[src/wlqe_pkg.sv]
// Package: shared constants for the wide line quad expander.
`timescale 1ns / 1ps
package wlqe_pkg;
    localparam int WIDTH_BITS = 8;
    localparam logic [1:0] REG_LINE_WIDTH = 2'd0;
endpackage

[src/wlqe_offset_unit.sv]
// Offset unit: iterative bit-search for round(w*2^F*mag/(2*sqrt(d2))).
`timescale 1ns / 1ps
module wlqe_offset_unit import wlqe_pkg::*; #(
    parameter int COORD_BITS = 16,
    parameter int FRAC_BITS  = 4
) (
    input  logic                          aclk,
    input  logic                          aresetn,
    input  logic                          start,
    input  logic [WIDTH_BITS-1:0]         line_width,
    input  logic [COORD_BITS:0]           mag,
    input  logic [2*COORD_BITS+2:0]       d2,
    output logic                          busy,
    output logic                          done,
    output logic [WIDTH_BITS+FRAC_BITS:0] result
);
    localparam int SB = WIDTH_BITS + FRAC_BITS + 1;
    localparam int PB = WIDTH_BITS + FRAC_BITS + COORD_BITS + 1;
    localparam int CB = $clog2(SB + 1);
    localparam int QB = 2 * SB + 2 * COORD_BITS + 3;
    localparam int TB = (2 * PB > QB) ? 2 * PB : QB;

    logic [PB-1:0]   p_reg;
    logic [TB-1:0]   psq_reg;
    logic [2*COORD_BITS+2:0] d2_reg;
    logic [SB-1:0]   m_reg, m_next;
    logic [CB-1:0]   bit_reg;
    logic [1:0]      phase_reg;
    logic            busy_reg, done_reg;
    logic [SB-1:0]   cand;
    logic [2*SB-1:0] csq_reg;
    logic [TB-1:0]   prod;

    // phase 0: square p; then per bit: square candidate, then compare
    assign cand = m_reg | (SB'(1) << bit_reg);
    assign prod = TB'(csq_reg) * TB'(d2_reg);
    assign m_next = (prod <= psq_reg) ? cand : m_reg;

    always_ff @(posedge aclk) begin
        if (!aresetn) begin
            busy_reg <= 1'b0;
            done_reg <= 1'b0;
            phase_reg <= 2'd0;
            bit_reg <= '0;
        end else begin
            done_reg <= 1'b0;
            if (start) begin
                busy_reg <= 1'b1;
                phase_reg <= 2'd0;
                bit_reg <= CB'(SB - 1);
                m_reg <= '0;
                p_reg <= (PB'(line_width) << FRAC_BITS) * PB'(mag);
                d2_reg <= d2;
            end else if (busy_reg) begin
                case (phase_reg)
                    2'd0: begin
                        psq_reg <= TB'(p_reg) * TB'(p_reg);
                        phase_reg <= 2'd1;
                    end
                    2'd1: begin
                        csq_reg <= (2*SB)'(cand) * (2*SB)'(cand);
                        phase_reg <= 2'd2;
                    end
                    default: begin
                        m_reg <= m_next;
                        phase_reg <= 2'd1;
                        if (bit_reg == '0) begin
                            busy_reg <= 1'b0;
                            done_reg <= 1'b1;
                        end else begin
                            bit_reg <= bit_reg - CB'(1);
                        end
                    end
                endcase
            end
        end
    end

    assign busy = busy_reg;
    assign done = done_reg;
    assign result = SB'((m_reg + SB'(1)) >> 1);
endmodule
[config.mk]
export PLATFORM = sky130hd
export DESIGN_NAME = wlqe_offset_unit
export DESIGN_NICKNAME = d
export VERILOG_FILES = /design/src/wlqe_pkg.sv /design/src/wlqe_offset_unit.sv
export SDC_FILE = /design/constraint.sdc
export NUM_CORES = 2
export LEC_CHECK = 0
export BUFFER_PORTS_ARGS = -buffer_cell sky130_fd_sc_hd__buf_2
export CORE_AREA = 2 2 299 597
export DETAILED_ROUTE_END_ITERATION = 12
export DIE_AREA = 0 0 301 599
export GPL_TIMING_DRIVEN = 0
export PLACE_DENSITY = 0.55
export SYNTH_ARGS = -nofsm -noshare
export SYNTH_HDL_FRONTEND = slang
export SYNTH_SLANG_ARGS = --single-unit
export TNS_END_PERCENT = 1
[constraint.sdc]
create_clock -name aclk -period 24.4 [get_ports aclk]
set_clock_uncertainty 0.05 [all_clocks]
set_input_delay 2.44 -clock aclk [delete_from_list [all_inputs] [get_ports aclk]]
set_output_delay 2.44 -clock aclk [all_outputs]
set_load 0.03 [all_outputs]
==> impl_metrics.toml <==
[outcome]
status = "finished, violations left"
violations = "max-capacitance violations, max-slew violations"

[global_routing]
grt_pass1_wl_um = 326000
grt_usage_pct = 25.1
antenna_found_initial = 11
first_global_vias = 51374
grt.overflow.total = 0
grt_start_max_net_pins = 36

[route]
wl_met2_um = 121000
routed_wl_um = 220000
postRouteAntennaNets = 0
drc = 0
met1_length_um = 66100
wl_met3_um = 7250
num_vias = 44958
drt_iter0_drc = 2218
vias_per_cell = 4.98
drt_pass1_iterations = 6
topRoutingLayerUsed = "met5"
drt-wirelength-per-cell_um = 24.4

[min_path]
hold_depth = 2
min_from = "phase_reg[0]$_SDFFE_PN0P_"
hp-class = "flip-flop to flip-flop"

[sta]
finalHoldViolations = 0
rsz0062_at_grt = "no"
clock.fmax_mhz = 74.0
maxSlewHeadroom_pct = -0.316
timing.final.crit_share_pct = 55.4
tns_ns = 0
slew_viol_final = 10
tightest_slew_ns = 1.50
finalCriticalPeriod_ns = 13.52
setup_viol = 0

[synth]
synth_cells = 6597
ys_seq_area_share_pct = 7.46
ys_ff_latch = 155
yosysWarnings = 0
yosys.area.top_type = "fa_1"
synth.distinct_cells = 82
synth_top_area_share_pct = 46.1
synth_edf_count = 147
ys.flop_type = "edfxtp_1"
avgSynthCellArea_sq_um = 9.30
syn-cell-area_sq_um = 61300
synthTopCellsByArea = "fa_1, ha_1, inv_1"
synthArstFlopShare_pct = 0

[floorplanning]
dieArea_sq_um = 180000
die_h_um = 599
core_area_sq_um = 176000
die_w_um = 301
rows = 218
start_util_pct = 34.9
num_io_pins = 78

[cts]
hold_buffers = 0
cts_setup_buffers = 0
cts-root-buf = "clkbuf_16"
cts_inserted_buffers = 25
cts_buffer_depth = 3
cts_tree = "built"
htree_levels = 4
cts.reportedPaths.clkPinSlew_ns = 0.08
cts.repair.resized = 0
clock-sinks = 155
clkLatencyLatePin_ns = 0.57

[layout]
largest_register_ffs = 49
stdcell_area_sq_um = 65400
mostFrequentLayoutCells = "inv_1, fa_1, nand2_1"
final_layout_size_suffix_gt1_share_pct = 2.52
area_delta_synth_final_pct = 6.64
layout.nets = 8759
fin_util_pct = 37.2
layout_commonest_cell = "inv_1"
fill_cells = 18029

[setup_path]
crit_top_cell = "fa_1"
startpoint_type = "flip-flop"
r2r_cells = 36
setup.worst_path.start = "csq_reg[6]$_DFFE_PP_"
slowest_stage = "clkbuf_1"
worstPathArrival_ns = 13.74
cp-end-kind = "flip-flop"
path_class = "flip-flop to flip-flop"
cp_max_fo = 11
r2r-start = "csq_reg[6]$_DFFE_PP_"
crit_required_ns = 24.62
cp_slowest_stage_delay_ns = 1.13

[placed_design]
hpwl_um = 191000
placed_area_sq_um = 64700
io_buffers = 71
place.gp.congestion = 1.02

[flow_run]
drv_cap = 1
-- cells in the mapped netlist, types with 7 or more instances --
library cell  number
inv_1           1668
fa_1            1412
nand2_1          723
and2_1           649
ha_1             579
clkbuf_1         244
nor2_1           221
a21oi_1          159
edfxtp_1         147
xnor2_1          111
a21o_1            75
o21ai_0           67
nand3_1           56
xor2_1            51
nor3_1            41
nor2b_1           32
and3_1            25
nand4_1           25
o21a_1            25
a211oi_1          23
o21bai_1          23
nand2b_1          18
a31oi_1           17
or2_2             16
buf_2             15
o211ai_1          14
o21ai_1           10
clkinv_1           8
dfxtp_1            8
or3_1              8
a41oi_1            7
and4_1             7
nor4_1             7
-- cell type report --
class	count	area (sq um)	area share, %
Sequential cell	155	4570	6.99
Buffer	262	1010	1.54
Multi-Input combinational cell	4508	49500	75.7
Clock inverter	6	77.6	0.119
Tap cell	2310	2890	4.42
Timing Repair Buffer	77	435	0.666
Antenna cell	3	7.51	0.0115
Clock buffer	27	633	0.968
Inverter	1676	6290	9.62
-- per-layer routing --
layer  vias to the layer above  global-route usage [%]
met3                       688                    2.28
met4                         6                    23.6
met1                     23164                    22.5
met2                      1296                    48.4
met5                         -                       0
li1                      19804                       -
-- worst paths after layout --
| check | endpoint | slack (ns) |
|---|---|---|
| setup / recovery | m_reg[6]$_SDFFCE_PP0P_ | 10.88 |
| hold / removal | phase_reg[0]$_SDFFE_PN0P_ | 0.49 |
| setup reg to reg | m_reg[6]$_SDFFCE_PP0P_ | 10.88 |
| hold reg to reg | phase_reg[0]$_SDFFE_PN0P_ | 0.49 |
-- worst max-delay path, delay by kind of cell (launching register included) --
family	cells	cell delay, ns
buffers and inverters	9	2.74
adder cells (fa/ha/maj)	9	4.37
XOR/XNOR	1	0.16
AND/OR/NAND/NOR	6	1.35
flip-flops	1	0.31
AO/OA/AOI/OAI	11	4.20
-- cell families (layout without fill, tap and decap cells) --
logic type | after synthesis | in the layout | share of synthesized area, %
muxes | 5 | 5 | 0.0877
DFF | 155 | 155 | 7.46
and+or+nand+nor | 1841 | 1841 | 14.8
buffers and inverters | 1938 | 2048 | 11.9
AOI/OAI and AO/OA | 504 | 504 | 5.54
adders and majority gates | 1991 | 1991 | 57.9
xor gates and xnor gates | 162 | 162 | 2.31
other | 1 | 8 | 0.00611
-- through the flow --
step / std cells / worst slack (ns) / hold slack, ns
after floorplan: 6601 / 14.84 / 0.422
after global placement: 8982 / 9.78 / 0.440
after detailed placement: 8988 / 11.00 / 0.480
after CTS: 9021 / 10.96 / 0.493
after global routing: 9022 / 10.60 / 0.535
final: 9024 / 10.88 / 0.491
Power is not shown: default switching activity piles up to over one toggle a cycle in this logic, so the estimate is an artifact.
